[config.mk]
export PLATFORM = sky130hd
export DESIGN_NAME = dlf_ram
export DESIGN_NICKNAME = d
export VERILOG_FILES = /design/src/hw/rtl/dlf_ram.sv
export SDC_FILE = /design/constraint.sdc
export NUM_CORES = 1
export LEC_CHECK = 0
export BUFFER_PORTS_ARGS = -buffer_cell sky130_fd_sc_hd__clkbuf_2
export CAP_MARGIN = 0
export CELL_PAD_IN_SITES_DETAIL_PLACEMENT = 0
export CELL_PAD_IN_SITES_GLOBAL_PLACEMENT = 1
export CORE_MARGIN = 3
export CORE_UTILIZATION = 60
export CTS_BUF_LIST = sky130_fd_sc_hd__clkbuf_4
export CTS_CLUSTER_DIAMETER = 60
export CTS_CLUSTER_SIZE = 14
export DETAILED_ROUTE_END_ITERATION = 8
export HOLD_SLACK_MARGIN = 0.06
export PLACE_DENSITY = 0.84
export SETUP_SLACK_MARGIN = 0.15
export SYNTH_ARGS = -nofsm -noshare
export SYNTH_HDL_FRONTEND = slang
export SYNTH_SLANG_ARGS = --single-unit
[constraint.sdc]
create_clock -name clk -period 3.12 [get_ports clk]
set_input_delay 0.936 -clock clk [delete_from_list [all_inputs] [get_ports clk]]
set_output_delay 0.936 -clock clk [all_outputs]
set_load 0.01 [all_outputs]
[src/hw/rtl/dlf_ram.sv]
// Generic single-port-write RAM with registered read.
`timescale 1ns / 1ps
`default_nettype none
module dlf_ram #(
	parameter int WIDTH = 8,
	parameter int DEPTH = 16
) (
	input  wire logic                     clk,
	input  wire logic                     we,
	input  wire logic [$clog2(DEPTH)-1:0] waddr,
	input  wire logic [WIDTH-1:0]         wdata,
	input  wire logic [$clog2(DEPTH)-1:0] raddr,
	output logic      [WIDTH-1:0]         rdata
);

	logic [WIDTH-1:0] mem [DEPTH];
	logic [WIDTH-1:0] rdata_q;

	always_ff @(posedge clk) begin
		if (we) begin
			mem[waddr] <= wdata;
		end
		rdata_q <= mem[raddr];
	end

	assign rdata = rdata_q;

endmodule
`default_nettype wire

# Yosys cells after proc, flatten, opt, wreduce, memory -nomap -nowiden

Memory sizes are Yosys's and may differ from the RTL's. A register that Yosys moved wholly into a read port is not among the register bits.
Cells that the tools add are included.

$add $sub $neg: 0
Multiply operators: 0
Div/mod/pow operators: 0
$lt $le $gt $ge: 0
Equal/unequal tests: 0
Shifts and indexed selects: 0
Multiplexer cells: 2
Bitwise gates (word level): 0
Reductions and logical operators: 0

Operator list:

| cell    | number |
|---|---|
| $mux W1 | 2 |

Register bits after elaboration: 0
Bits in latches: 0
Memory bits (writable): 128
Memory bits (read-only): 0
Input port bits: 18
Output and inout port bits: 8
Logic and storage cells: 3
Memories kept: 1

Memories:

| memory | words | width | rd ports | clocked after memory_dff | wr ports | RTL line | source |
|---|---|---|---|---|---|---|---|
| mem    | 16    | 8     | 1        | 1                        | 1        | 16       | `logic [WIDTH-1:0] mem [DEPTH];` |

# Longest topological paths before layout

Gate-level depths: netlist of run 1.

Word-level depth: 2
Depth in mapped cells: 5
Depth with buffers taken out: 3

# Least setup slack after synthesis of run 1

Ideal clock, no wire load.

Path kind: input -> register
Start point: input waddr[2]
End point: memory mem[0][0] (enable)
Library setup time: 0.383 ns
Arrival time: 2.046 ns
Required time: 2.737 ns
Path slack: 0.691 ns
Stages: 2
Buffers on the path: 0
Cells stage by stage: or3b_2 nor3_1

RTL lines:

| what               | RTL line | source |
|---|---|---|
| start: declaration | 10       | `input wire logic [$clog2(DEPTH)-1:0] waddr,` |
| end: declaration   | 16       |  |

No word-level cell before the write port.

# Worst setup path in the final report of run 1

Start point: register rdata_q[4], in the netlist rdata[4], read port of mem
End point: output rdata[4]

RTL lines:

| what               | RTL line | source |
|---|---|---|
| start: declaration | 17       | `logic [WIDTH-1:0] rdata_q;` |
| end: declaration   | 13       | `output logic [WIDTH-1:0] rdata` |

No word-level cell between the ends.

==> results of run 1 <==
layout make-up:
| type | instances | share of cell area (%) |
|---|---|---|
| tap | 105 | 2.277 |
| clock buffer | 19 | 2.472 |
| timing repair buffer | 44 | 4.858 |
| multi-input combinational | 83 | 18.33 |
| clock inverter | 13 | 2.668 |
| sequential | 136 | 69.40 |
flip-flops by register name, summed over array words and instances (netlist names):
name and count:
rdata 8, mem 128
cell usage after synthesis (2+ instances only):
master             n  area [um^2]
nand2b_1           2        12.51
a22oi_1           16        120.1
nor3_1             4        20.02
nand3b_1           2        15.01
buf_6              3        33.78
nand2_1            9        33.78
nor2_1            13        48.80
clkdlybuf4s25_2    3        30.03
edfxtp_1         128         3844
mux4_2            18        405.4
dfxtp_1            8        160.2
buf_2              3        15.01
mux4_1            14        367.9
tightest hold or removal path: cells and delay by family (launching register included):
family	cells	cell delay, ns
flops	1	0.32
mux	1	0.21
compound gates	1	0.08
simple gates	1	0.05
per-stage QoR:
step / total power [mW] / hold slack, ns
final: 3.415 / 0.6725
after global routing: 3.539 / 0.7150
after CTS: 3.432 / 0.6822
after detailed placement: 2.285 / 0.6593
after global placement: 2.277 / 0.6451
after floorplan: 2.199 / 0.6293
cells by family (layout without fill, tap and decap cells):
family,Yosys count,count (layout),share of synthesized area [%]
AOI/OAI and AO/OA,16,16,2.334
buffers and inverters,10,76,1.677
DFF,136,136,77.78
muxes,32,32,15.02
and+or+nand+nor,35,35,3.184
metal layers:
metal  GRT usage, %  part of all wire [%]  vias to the layer above
li1               -                     -                     1082
met1          30.40                    42                     1305
met2          33.13                    51                      115
met3          6.582                   6.6                       13
met4          6.092                  0.94                        0
met5              0                     0                        -
where the power goes:
| part | total [mW] | switching, mW | internal, mW |
|---|---|---|---|
| logic | 0.187 | 0.107 | 0.0800 |
| registers | 2.05 | 0.0138 | 2.04 |
| clock network | 1.18 | 0.606 | 0.569 |
path summary, 6_finish.rpt:
kind | start | to | slack (ns) | cells past startpoint
setup / recovery | rdata[4]$_DFF_P_ | rdata[4] | 1.17 | 1
hold / removal | mem[11][1]$_DFFE_PP_ | rdata[1]$_DFF_P_ | 0.67 | 3
setup reg to reg | mem[1][2]$_DFFE_PP_ | rdata[2]$_DFF_P_ | 1.68 | 3
hold reg to reg | mem[11][1]$_DFFE_PP_ | rdata[1]$_DFF_P_ | 0.67 | 3
==> results.json, run 1 <==
{
  "fin_crit_sh_pct": 62.66,
  "first_pass_iters": 4,
  "wl_per_cell_um": 24.08,
  "worstPathCellList": "clkbuf_2",
  "nets": 300,
  "p_per_area_nw_per_um2": 592.0,
  "outcome": "finished clean",
  "clk_pin_slew_worst_paths_ns": 0.11,
  "track_usage_pct": 21.44,
  "syn_nets": 247,
  "synth.avg_cell_area_um2": 22.48,
  "die_h_um": 98.63,
  "cap_violations": 0,
  "portBuffers": 25,
  "antenna_found_initial": 0,
  "io-pin-count": 26,
  "cts.sinks": 136,
  "setup_tns_ns": 0,
  "dr_total_vias": 2515,
  "clk_latency_ns": 0.51,
  "synthCells": 229,
  "final_antenna_net_count": 0,
  "multi_input_area_um2": 1057,
  "worstMarginPinSlew_ns": 0.7361,
  "async_flop_share_pct": 0,
  "cp-start-kind": "flip-flop",
  "fin_ws_ns": 1.165,
  "p_leak_nw": 1.961,
  "setup_viol": 0,
  "initial_core_util_pct": 62.33,
  "detailed_place_hpwl_mm": 5.984,
  "layout_commonest_cell": "edfxtp_1",
  "design.core.area_um2": 8258,
  "arrival_ns": 1.02,
  "cts_buffers": 17,
  "placed_cell_area_um2": 5473,
  "first_global_vias": 2523,
  "rsz0062_at_grt": "false",
  "hold_viol_final": 0,
  "place_inst": 368,
  "final_max_slew_viol_count": 0,
  "path_class": "flip-flop to output pin",
  "path_buf_inv": 1,
  "ys.flop_type": "edfxtp_1",
  "syn_to_final_growth_pct": 12.08,
  "cp_slowest_cell": "dfxtp_1",
  "netlist_area_um2": 5147,
  "seq_area_um2": 4004,
  "synth_warnings": 0,
  "cts_tree": "built",
  "hold_buffers": 0,
  "synth_edf_count": 128,
  "drive_gt1_share_pct": 31.53,
  "ys_seq_area_share_pct": 77.78,
  "ctsLongestPathBuffers": 2,
  "wirelength_mm": 9.630,
  "dieWidth_um": 98.63,
  "viasPerCell": 6.288,
  "ir_drop_mv": 0.2562,
  "nFillCells": 514,
  "cp.required_ns": 2.18,
  "final_cell_mix": "edfxtp_1, clkbuf_2, clkbuf_4",
  "diodes": 0,
  "ys_types": 19,
  "critPathCaptureType": "output pin",
  "htree_levels": 4,
  "die_area_um2": 9727,
  "rows": 33,
  "cts_resized": 0,
  "slew_headroom_pct": 50.82,
  "finalNonFillerCells": 400,
  "worst-path-max-fanout": 1,
  "worstHoldPathType": "flip-flop to flip-flop",
  "route.detailed.drc": 0,
  "crit_family": "flip-flops",
  "drtIter0Drc": 235,
  "cts_root_buf": "clkbuf_4",
  "stdcell_area_um2": 5769,
  "gp_congestion": 0.7489,
  "grt_max_degree": 33,
  "cpPeakStageDelay_ns": 0.37,
  "final_core_util_pct": 69.86,
  "fin_crit_ns": 1.955,
  "grt_pass1_wl_mm": 14.81,
  "place_ws_ns": 0.6628,
  "fmax_mhz": 511.6,
  "grt-ovfl-total": 0,
  "finalClockSkew_ns": 0.02135,
  "ys_ff_latch": 136,
  "cts_setup_buffers": 0
}
Note: power is estimated with default switching activity, not from simulation.
==> run 2, diff against run 1 <==
- ABC_AREA: not set -> 1
- CORE_UTILIZATION: 60 -> 51
- PLACE_DENSITY: 0.84 -> 0.79
- clock period: 3.12 -> 2 ns (I/O delays scaled with it)
==> results.json, run 2 <==
{
  "synth_edf_count": 128,
  "largest_register_ffs": 128,
  "cp-start-kind": "flip-flop",
  "cts_root_buf": "clkbuf_4",
  "cts_buffers": 17,
  "detailed_place_hpwl_mm": 7.554,
  "met1_length_mm": 5.174,
  "syn_to_final_growth_pct": 11.43,
  "hold_buffers": 0,
  "grt_pass1_wl_mm": 19.40,
  "finalNonFillerCells": 748,
  "viasPerCell": 5.045,
  "finalClockSkew_ns": 0.01044,
  "final_max_slew_viol_count": 0,
  "ir_drop_mv": 0.5437,
  "rows": 38,
  "io-pin-count": 26,
  "cp.required_ns": 1.40,
  "regMostFlops": "mem",
  "route.detailed.drc": 0,
  "rsz0062_at_grt": "false",
  "track_usage_pct": 20.36,
  "cpPeakStageDelay_ns": 0.34,
  "synthTopCellsByArea": "edfxtp_1, nand2_1, nand3_1",
  "synth_warnings": 0,
  "worstPathCellList": "clkbuf_2",
  "wl_met2_mm": 6.107,
  "setup_viol": 0,
  "clk_pin_slew_worst_paths_ns": 0.12,
  "wl_per_cell_um": 16.14,
  "grt_max_degree": 65,
  "clk_latency_ns": 0.50,
  "antenna_found_initial": 0,
  "cts_resized": 0,
  "syn_nets": 569,
  "cts_setup_buffers": 0,
  "worstMarginPinSlew_ns": 0.4007,
  "hold_viol_final": 0,
  "gp_congestion": 0.7676,
  "htree_levels": 4,
  "arrival_ns": 0.97,
  "drtIter0Drc": 300,
  "first_global_vias": 3682,
  "ctsLongestPathBuffers": 2,
  "first_pass_iters": 5,
  "fin_crit_ns": 1.569,
  "ys.flop_type": "edfxtp_1",
  "cts.sinks": 136,
  "nets": 613,
  "dieWidth_um": 112.3,
  "ys_types": 12,
  "final_core_util_pct": 58.76,
  "path_buf_inv": 1,
  "p_per_area_nw_per_um2": 853.0,
  "setup_tns_ns": 0,
  "routed.top_layer": "met4",
  "diodes": 0,
  "ys_ff_latch": 136,
  "async_flop_share_pct": 0,
  "worst-path-max-fanout": 1,
  "portBuffers": 25,
  "drive_gt1_share_pct": 13.49,
  "synthCells": 551,
  "slew_headroom_pct": 73.29,
  "yosys-top-cells-count": "nand2_1, edfxtp_1, inv_1",
  "outcome": "finished clean",
  "die_area_um2": 12620,
  "synthDominantCellAreaShare_pct": 66.65,
  "cts_tree": "built",
  "cap_violations": 0,
  "synth.largest_area_cell": "edfxtp_1",
  "final_cell_mix": "nand2_1, edfxtp_1, inv_1",
  "wirelength_mm": 12.07,
  "critPathCaptureType": "output pin",
  "design.core.area_um2": 10940,
  "initial_core_util_pct": 52.73,
  "path_class": "flip-flop to output pin",
  "p_leak_nw": 2.813,
  "crit_family": "flip-flops",
  "fin_crit_sh_pct": 78.44,
  "netlist_area_um2": 5767,
  "final_antenna_net_count": 0,
  "fmax_mhz": 637.4,
  "grt-ovfl-total": 0,
  "dr_total_vias": 3774,
  "layout_commonest_cell": "nand2_1",
  "yosysMostFrequentCell": "nand2_1",
  "place_inst": 716,
  "ys_seq_area_share_pct": 69.43,
  "met3_length_um": 728,
  "synth.avg_cell_area_um2": 10.47,
  "worstHoldPathType": "input port to flip-flop",
  "die_h_um": 112.3,
  "cp_slowest_cell": "dfxtp_1",
  "power_mw": 5.481
}
run 2: cell types whose count changed in the layout (fill, tap and decap cells not counted), moves of 3 or more:
cell / delta
mux4_1: -14
inv_6: +3
nor3_1: -4
nand2_1: +164
inv_1: +100
nor2_1: +4
a22oi_1: -16
buf_4: +3
nand3_1: +96
mux4_2: -18
run 2: logic make-up (layout without fill, tap and decap cells):
kind of cell           Yosys count  in the layout  share of synthesized area, %
AND/OR/NAND/NOR                289            289                         21.05
flip-flops                     136            136                         69.43
buffers and inverters          126            183                         9.525
run 2: final cells by class:
cell class | instances | area (um^2)
inverter | 102 | 382.9
clock inverter | 14 | 172.7
tap | 140 | 175.2
fill | 950 | 4509
timing repair buffer | 49 | 342.8
clock buffer | 18 | 135.1
multi-input combinational | 289 | 1214
sequential | 136 | 4004
run 2: final timing paths:
kind | from | to | slack, ns | cells past startpoint
worst max-delay path | rdata[5]$_DFF_P_ | rdata[5] | 0.43 | 1
worst min-delay path | raddr[3] | rdata[4]$_DFF_P_ | 0.51 | 3
worst max register to register | mem[5][0]$_DFFE_PP_ | rdata[0]$_DFF_P_ | 1.02 | 6
worst min register to register | mem[10][7]$_DFFE_PP_ | rdata[7]$_DFF_P_ | 0.68 | 6
run 2: routing by layer:
layer	vias to the layer above	global-route usage, %
met4	0	5.529
met1	1796	26.91
li1	1861	-
met2	112	34.05
met5	-	0
met3	5	4.906
run 2: power by group:
part	total [mW]	leakage [nW]	switching [mW]	internal, mW
Combinational	0.389	1.44	0.268	0.121
Sequential	3.20	1.22	0.0158	3.18
Clock	1.90	0.154	1.00	0.891
Total	5.48	2.81	1.29	4.19
run 2: through the flow:
stage / instance area [um^2] / hold WS (ns) / setup slack, ns
6_report: 6426 / 0.5059 / 0.4312
5_1_grt: 6426 / 0.4782 / 0.3450
4_1_cts: 6426 / 0.4745 / 0.3866
3_5_place_dp: 6118 / 0.6566 / 0.3153
3_3_place_gp: 6118 / 0.6452 / 0.3346
2_1_floorplan: 5767 / 0.6074 / 0.4492
