**config.mk**
```make
export PLATFORM = sky130hd
export DESIGN_NAME = dlf_mdu
export DESIGN_NICKNAME = d
export VERILOG_FILES = /design/src/hw/rtl/dlf_pkg.sv /design/src/hw/rtl/dlf_mdu.sv
export SDC_FILE = /design/constraint.sdc
export NUM_CORES = 2
export LEC_CHECK = 0
export ABC_AREA = 1
export BUFFER_PORTS_ARGS = -buffer_cell sky130_fd_sc_hd__buf_2
export CORE_MARGIN = 1.5
export CORE_UTILIZATION = 30
export DETAILED_ROUTE_END_ITERATION = 8
export MAX_ROUTING_LAYER = met4
export PLACE_DENSITY_LB_ADDON = 0.25
export SYNTH_ARGS = -nofsm -noshare
export SYNTH_HDL_FRONTEND = slang
export SYNTH_SLANG_ARGS = --single-unit
```
**constraint.sdc**
```tcl
create_clock -name clk -period 20.2 [get_ports clk]
set_clock_uncertainty 0.05 [all_clocks]
set_input_delay 4.04 -clock clk [delete_from_list [all_inputs] [get_ports clk]]
set_output_delay 4.04 -clock clk [all_outputs]
set_load 0.02 [all_outputs]
```
**src/hw/rtl/dlf_pkg.sv**
```systemverilog
// Shared types and constants of the Deming line fit.
`timescale 1ns / 1ps
`default_nettype none
package dlf_pkg;

	localparam int MAX_POINTS_DEF = 1024;
	localparam logic [31:0] RATIO_RESET = 32'h0001_0000;

	// fit status codes
	localparam logic [2:0] ST_OK     = 3'd0;
	localparam logic [2:0] ST_FEW    = 3'd1;
	localparam logic [2:0] ST_SXY0   = 3'd2;
	localparam logic [2:0] ST_SLOPE0 = 3'd3;
	localparam logic [2:0] ST_SIGMA0 = 3'd4;

	// operations of the shared multiply / divide / root unit
	localparam logic [1:0] OP_MUL  = 2'd0;
	localparam logic [1:0] OP_DIV  = 2'd1;
	localparam logic [1:0] OP_SQRT = 2'd2;

	typedef struct packed {
		logic       start;
		logic [1:0] op;
	} mdu_ctl_t;

endpackage
`default_nettype wire

```
**src/hw/rtl/dlf_mdu.sv**
```systemverilog
// Shared iterative unit: 128x64 multiply, 128/128 divide and 128-bit square root.
`timescale 1ns / 1ps
`default_nettype none
module dlf_mdu import dlf_pkg::*; (
	input  wire logic         clk,
	input  wire logic         arst_n,
	input  wire mdu_ctl_t     ctl,
	input  wire logic [127:0] opa,
	input  wire logic [127:0] opb,
	output logic              done,
	output logic      [127:0] result
);

	logic         busy_q, done_q;
	logic [1:0]   op_q;
	logic [6:0]   cnt_q;
	logic [129:0] acc_q;
	logic [127:0] a_q, b_q;
	logic [63:0]  root_q;

	logic [129:0] lhs, rhs;
	logic         sub;
	logic [130:0] sum;
	logic         ge;

	// one adder / subtractor serves every operation
	always_comb begin
		case (op_q)
			OP_DIV: begin
				lhs = {1'b0, acc_q[127:0], a_q[127]};
				rhs = {2'b00, b_q};
				sub = 1'b1;
			end
			OP_SQRT: begin
				lhs = {acc_q[127:0], a_q[127:126]};
				rhs = {64'd0, root_q, 2'b01};
				sub = 1'b1;
			end
			default: begin
				lhs = acc_q;
				rhs = {2'b00, a_q};
				sub = 1'b0;
			end
		endcase
		sum = {1'b0, lhs} + {1'b0, (sub ? ~rhs : rhs)} + {130'd0, sub};
		ge  = sum[130];
	end

	always_ff @(posedge clk or negedge arst_n) begin
		if (!arst_n) begin
			busy_q <= 1'b0;
			done_q <= 1'b0;
			op_q   <= OP_MUL;
			cnt_q  <= '0;
		end else begin
			done_q <= 1'b0;
			if (ctl.start) begin
				busy_q <= 1'b1;
				op_q   <= ctl.op;
				cnt_q  <= (ctl.op == OP_DIV) ? 7'd127 : 7'd63;
			end else if (busy_q) begin
				cnt_q <= cnt_q - 7'd1;
				if (cnt_q == 7'd0) begin
					busy_q <= 1'b0;
					done_q <= 1'b1;
				end
			end
		end
	end

	always_ff @(posedge clk) begin
		if (ctl.start) begin
			acc_q  <= '0;
			a_q    <= opa;
			b_q    <= opb;
			root_q <= '0;
		end else if (busy_q) begin
			case (op_q)
				OP_DIV: begin
					acc_q <= ge ? {2'b00, sum[127:0]} : {2'b00, lhs[127:0]};
					a_q   <= {a_q[126:0], ge};
				end
				OP_SQRT: begin
					acc_q  <= ge ? sum[129:0] : lhs;
					root_q <= {root_q[62:0], ge};
					a_q    <= {a_q[125:0], 2'b00};
				end
				default: begin
					if (b_q[0]) begin
						acc_q <= {2'b00, sum[127:0]};
					end
					a_q <= {a_q[126:0], 1'b0};
					b_q <= {1'b0, b_q[127:1]};
				end
			endcase
		end
	end

	always_comb begin
		case (op_q)
			OP_DIV:  result = a_q;
			OP_SQRT: result = {64'd0, root_q};
			default: result = acc_q[127:0];
		endcase
	end

	assign done = done_q;

endmodule
`default_nettype wire

```
After elaboration in Yosys (flattened, before gate mapping)
Cells that the tools add are included.

Bits in registers: 461. Input bits: 261. Logic and storage cells: 47.

Add/subtract/negate cells: 3. Equality and inequality tests: 4. Mux-type cells: 24. Bitwise logic cells: 1. Reductions and logical operators: 7.

Operators with widths (count): 128-bit 2-to-1 mux (6); 128-bit one-hot mux with 2 select lines (3); 130-bit one-hot mux with 2 select lines (2); 130-bit 2-to-1 mux (3); 130-bit by 130-bit adder with 131-bit output (1); 131-bit by 1-bit adder with 131-bit output (1); 130-bit inverter (1); 7-bit 2-to-1 mux (3); 7-bit logical NOT (1); 1-bit 2-to-1 mux (7); 7-bit by 1-bit subtractor with 7-bit output, second input constant (1); 2-bit AND reduction (3); 2-bit by 1-bit == test with 1-bit output, second input constant (2); 3-bit nonzero test (1); 2-bit == test, second input constant (1); 2-bit by 1-bit != test with 1-bit output, second input constant (1); 2-bit nonzero test (1); 2-bit OR reduction (1).

Logic depth before layout (Yosys ltp)
Depth in word-level cells: 9. Gate-level depth with buffers: 30. Depth with buffers taken out: 27.

Least setup slack after synthesis
Ideal clock, no wire load.

Path kind: flip-flop to flip-flop. Start: register op_q[0]. End: register b_q[0], enable pin. Data arrival time: 10.408 ns. Path slack: 8.950 ns. Cell stages (with the launch flop): 9. Buffers on the path: 4. Period minus slack after synthesis: 11.250 ns. Cells stage by stage: dfrtp_1 > inv_1 > ha_1 > buf_6 > inv_4 > clkbuf_1 > clkbuf_1 > clkbuf_1 > o21ai_0.

Cells in the longest elaborated chain, start to end: 4. Elaborated cells on any way between the ends: 5.

RTL lines: from (decl) (RTL line dlf_mdu.sv:15) `logic [1:0] op_q;`; from (signal assigned) (RTL line dlf_mdu.sv:59) `op_q <= ctl.op;`; 2-bit == test or 2-bit by 1-bit == test with 1-bit output (tied branches) (RTL line dlf_mdu.sv:78) `case (op_q)`; 2-bit OR reduction (no source line) *; 2-bit by 1-bit != test with 1-bit output (no source line) *; 2-bit AND reduction (no source line) *; to (signal assigned) (RTL line dlf_mdu.sv:75) `b_q <= opb;`; to (signal assigned) (RTL line dlf_mdu.sv:93) `b_q <= {1'b0, b_q[127:1]};`; to (decl) (RTL line dlf_mdu.sv:18) `logic [127:0] a_q, b_q;`.

Every way passes the cells marked *; elsewhere a longest branch is shown, timed or not. A chain may end at the register's enable or synchronous reset.

Final worst setup path
Start: register op_q[0]. End: output port result[57].

Cells in the longest elaborated chain, start to end: 2. Elaborated cells on any way between the ends: 3.

RTL lines: 2-bit == test or 2-bit by 1-bit == test with 1-bit output (tied branches) (RTL line dlf_mdu.sv:100) `case (op_q)`; 128-bit one-hot mux with 2 select lines * (RTL line dlf_mdu.sv:100); to (decl) (RTL line dlf_mdu.sv:11) `output logic [127:0] result`.

Marks and branches as above.

==> metrics.log <==
INFO  metric filler_cell_count = 13.6k
INFO  metric p_comb_share = 57.3%
INFO  metric finalCritPeriodShare = 44.5%
INFO  metric clock_insertion_delay_worst_skew = 680 ps
INFO  metric area.sequential = 11800 um^2
INFO  metric net-switching-power = 0.00286 W
INFO  metric finish.net_count = 6287
INFO  metric timing.setup.tns = 0 ps
INFO  metric cellPowerDensity = 132 nW/um^2
INFO  metric setup.worst_path.start_class = flip-flop
INFO  metric detailed_place_hpwl = 134 mm
INFO  metric crit_arrival = 4900 ps
INFO  metric totalPowerFinal = 0.00557 W
INFO  metric outcome = finished, final reports clean
INFO  metric setup_viol = 0
INFO  metric post_synth_xor_area_fraction = 1.61%
INFO  metric syn_to_final_growth = 13.9%
INFO  metric io_buffer_count = 389
INFO  metric min-delay-path-class = flip-flop to flip-flop
INFO  metric synth-main-ff-cell = sky130_fd_sc_hd__edfxtp_1
INFO  metric critical_path_class = flip-flop to output port
INFO  metric globalRoute.totalOverflow = 0
INFO  metric share_seq_of_total_power = 23.5%
INFO  metric worstSetupPathDepth = 8
INFO  metric timing.max_slew.rel_slack = 23.7%
INFO  metric synth_fp_nets = 6093
INFO  metric worst_voltage_drop_across_the_vdd_grid = 0.0821 mV
INFO  metric multiInputGateArea = 21400 um^2
INFO  metric fmaxAchievable = 111 MHz
INFO  metric tritoncts = built
INFO  metric critical_path.most_common_cell = sky130_fd_sc_hd__buf_4
INFO  metric cap_viol_max_count = 0
INFO  metric p_int = 0.00271 W
INFO  metric fraction_of_final_layout_cells_sized_beyond_drive_strength_1 = 9.19%
INFO  metric track_usage = 26.3%
INFO  metric critical_path.top_delay_family = buffers and inverters
INFO  metric drt_drc_violations_left = 0
INFO  metric leakagePower = 18.0 nW
INFO  metric clockBufferDepth = 3
INFO  metric initial_utilization = 30.3%
INFO  metric hold-path-cell-count = 2
INFO  metric final-max-slew-violation-count = 0
INFO  metric final_design_area_no_fill = 42200 um^2
INFO  metric crit_buf_inv = 5
INFO  metric timing_worst_slew_pin_value = 1140 ps
INFO  metric cts_htree_levels = 2
INFO  metric synth-simple-area-share = 26.7%
INFO  metric synth-async-reset-ratio = 2.39%
INFO  metric die_h = 354 um
INFO  metric placeable_core_region = 122000 um^2
INFO  metric avgSynthCellArea = 6.50 um^2
INFO  metric timing.critical_path.slowest_cell_delay = 830 ps
INFO  metric synth_compound_gate_area_share = 24.7%
INFO  metric hold_buffers = 0
INFO  metric cts.clk_slew.worst_paths = 60 ps
INFO  metric switching_share = 51.3%
INFO  metric placed_cell_area = 40200 um^2
INFO  metric synth_enable_flop_cells = 256
INFO  metric grt_max_degree = 153
INFO  metric via_per_inst = 5.28
INFO  metric synth_top_family_by_area = simple AND/OR/NAND/NOR gates
INFO  metric grt_antenna_before_repair = 2
INFO  metric num_rows = 128
INFO  metric post_cts_resize_count = 0
INFO  metric first_global_vias = 39.0k
INFO  metric cp_cell_sequence = inv_1 -> ha_4 -> inv_8 -> nand2_8 -> buf_4 -> buf_4 -> o221ai_1 -> buf_2
INFO  metric cts_made_buffers = 57
INFO  metric finalWeightedCongestion = 1.05
INFO  metric final_antenna_net_count = 0
INFO  metric synth.ff_latch_count = 461
INFO  metric clock_tree.root_cell = sky130_fd_sc_hd__clkbuf_16
INFO  metric synth-adder-area-share = 4.48%
INFO  metric utilization = 34.5%
INFO  metric synthMuxAreaShare = 0%
INFO  metric design.die.area = 126000 um^2
INFO  metric synth-warning-count = 0
INFO  metric critical_path_peak_fanout = 82
INFO  metric yosysUniqueCellTypes = 47
INFO  metric critical_path.slowest_cell = sky130_fd_sc_hd__buf_4
INFO  metric clock_sink_count = 461
INFO  metric total_via_count_after_detailed_routing = 40.0k
INFO  metric grt_first_pass_wirelength = 246 mm
INFO  metric worst_ep_required_time = 16110 ps
INFO  metric avgRoutedWirePerCell = 22.0 um
INFO  metric post_cts_repair_timing_setup_buffer_count = 0
INFO  metric grt_setup_unrepaired = false
INFO  metric clock_power_share = 19.3%
INFO  metric share_of_synthesized_area_occupied_by_flip_flops_and_latches = 32.0%
INFO  metric hold_ws = 417 ps
INFO  metric min_period = 8990 ps
INFO  metric postRouteWirelength = 166 mm
INFO  metric ff2ff_path_depth = 21
INFO  metric detail_route.iter0.violations = 3195
INFO  metric die-width = 354 um
INFO  metric crit_path_end_kind = output port
INFO  metric synth_cells = 5700
INFO  metric report.final.hold_viol_count = 0
INFO  metric reg2reg_slack = 12040 ps
INFO  metric count_of_boundary_i_o_pins = 390
INFO  metric synth_area = 37000 um^2
INFO  metric first_pass_iters = 6
-- through the flow --
| stage | instances | worst slack [ps] |
|---|---|---|
| floorplan | 5700 | 8950 |
| global placement | 7460 | 12030 |
| detailed placement | 7460 | 11980 |
| CTS | 7568 | 11240 |
| global route | 7568 | 10970 |
| finish | 7574 | 11210 |
-- area by class of cell --
type                       count  area share, %
sequential                   461           28.1
multi-input combinational   4223           50.6
timing repair buffer         422           5.29
clock inverter                25          0.733
inverter                     729           6.54
clock buffer                  83           3.84
antenna                        6         0.0356
tap                         1625           4.82
-- cell usage in the layout, fill, tap and decap left out, drive strengths merged, types with 3 or more instances in the layout --
cell    count
buf       422
a21boi      5
o21bai     17
nor4        9
a21oi     529
xor2       23
a31oi       3
a21o       17
or2         7
a211oi     13
diode       6
nor2      663
dfrtp      11
nand3b     27
inv       730
o221ai    126
bufinv      5
dfxtp     194
o21a       18
nand2    1499
nand3     214
ha        131
clkbuf     83
and3        4
o21ai     439
o22ai     129
clkinv     18
a22oi     189
o211ai     52
nand4      27
edfxtp    256
nor3       32
xnor2      45
-- cells in the mapped netlist (19+ instances only) --
cell type,n,area [um^2]
sky130_fd_sc_hd__nand4_1,26,163
sky130_fd_sc_hd__o211ai_1,52,390
sky130_fd_sc_hd__xnor2_1,45,394
sky130_fd_sc_hd__a21oi_1,529,2650
sky130_fd_sc_hd__nand2_1,1498,5620
sky130_fd_sc_hd__o21ai_0,432,2160
sky130_fd_sc_hd__dfxtp_1,194,3880
sky130_fd_sc_hd__ha_1,131,1640
sky130_fd_sc_hd__nor2_1,661,2480
sky130_fd_sc_hd__xor2_1,23,201
sky130_fd_sc_hd__edfxtp_1,256,7690
sky130_fd_sc_hd__nor3_1,31,155
sky130_fd_sc_hd__a22oi_1,189,1420
sky130_fd_sc_hd__clkbuf_1,240,901
sky130_fd_sc_hd__inv_1,719,2700
sky130_fd_sc_hd__buf_2,19,95.1
sky130_fd_sc_hd__o221ai_1,126,1100
sky130_fd_sc_hd__nand3b_1,27,203
sky130_fd_sc_hd__nand3_1,213,1070
sky130_fd_sc_hd__o22ai_1,128,801
-- power by group through the flow --
stage / clock network (W) / registers, W / logic, W
after CTS: 0.00109 / 0.00130 / 0.00316
after floorplan: 0 / 0.00129 / 0.00205
after detailed placement: 0 / 0.00132 / 0.00314
after global placement: 0 / 0.00132 / 0.00314
after global routing: 0.00113 / 0.00133 / 0.00348
final: 0.00107 / 0.00131 / 0.00319
-- state kept, by name, indices dropped and copies added, names as in the netlist --
signal / count
cnt_q: 7
b_q: 128
root_q: 64
done: 1
busy_q: 1
a_q: 128
acc_q: 130
op_q: 2
-- per-layer routing --
| metal | vias up | wire [um] | global-route usage [%] |
|---|---|---|---|
| met2 | 1099 | 79900 | 43.9 |
| met5 | - | 0 | - |
| met3 | 184 | 6800 | 1.91 |
| met1 | 19130 | 75000 | 34.5 |
| met4 | 0 | 4540 | 6.74 |
| li1 | 19566 | - | - |
-- logic make-up (layout without fill, tap and decap cells) --
family	Yosys count	in the layout
fa+ha+maj	132	132
compound gates	1540	1540
buf+inv	1016	1259
xor+xnor	68	68
flops	461	461
simple gates	2483	2483
other cells	0	6
-- worst paths after layout --
path	to	start
worst min register to register	acc_q[94]$_SDFFE_PP0P_	acc_q[94]$_SDFFE_PP0P_
max in group asynchronous	cnt_q[2]$_DFFE_PN0P_	arst_n
worst max register to register	a_q[0]$_DFFE_PP_	op_q[0]$_DFFE_PN0P_
worst max-delay path	result[57]	op_q[0]$_DFFE_PN0P_
min in group asynchronous	cnt_q[6]$_DFFE_PN0P_	arst_n
worst min-delay path	acc_q[94]$_SDFFE_PP0P_	acc_q[94]$_SDFFE_PP0P_
-- worst reg2reg max path: stages, from the launching register on --
cell and delay (ps):
sky130_fd_sc_hd__dfrtp_1 350, sky130_fd_sc_hd__inv_1 80, sky130_fd_sc_hd__ha_4 820, sky130_fd_sc_hd__inv_8 350, sky130_fd_sc_hd__nand2_8 380, sky130_fd_sc_hd__buf_4 680, sky130_fd_sc_hd__buf_4 950, sky130_fd_sc_hd__o22ai_1 280
sky130_fd_sc_hd__a21oi_1 350, sky130_fd_sc_hd__ha_1 350, sky130_fd_sc_hd__a21oi_1 200, sky130_fd_sc_hd__o21ai_0 190, sky130_fd_sc_hd__a21oi_1 320, sky130_fd_sc_hd__nand2_1 200, sky130_fd_sc_hd__nand2_1 90, sky130_fd_sc_hd__nand2_1 90
sky130_fd_sc_hd__nand4_1 110, sky130_fd_sc_hd__nand2_1 80, sky130_fd_sc_hd__nand2_1 710, sky130_fd_sc_hd__nand2_1 910, sky130_fd_sc_hd__nand3_1 280, sky130_fd_sc_hd__o21ai_1 80
Power figures use the tool's default switching activity.
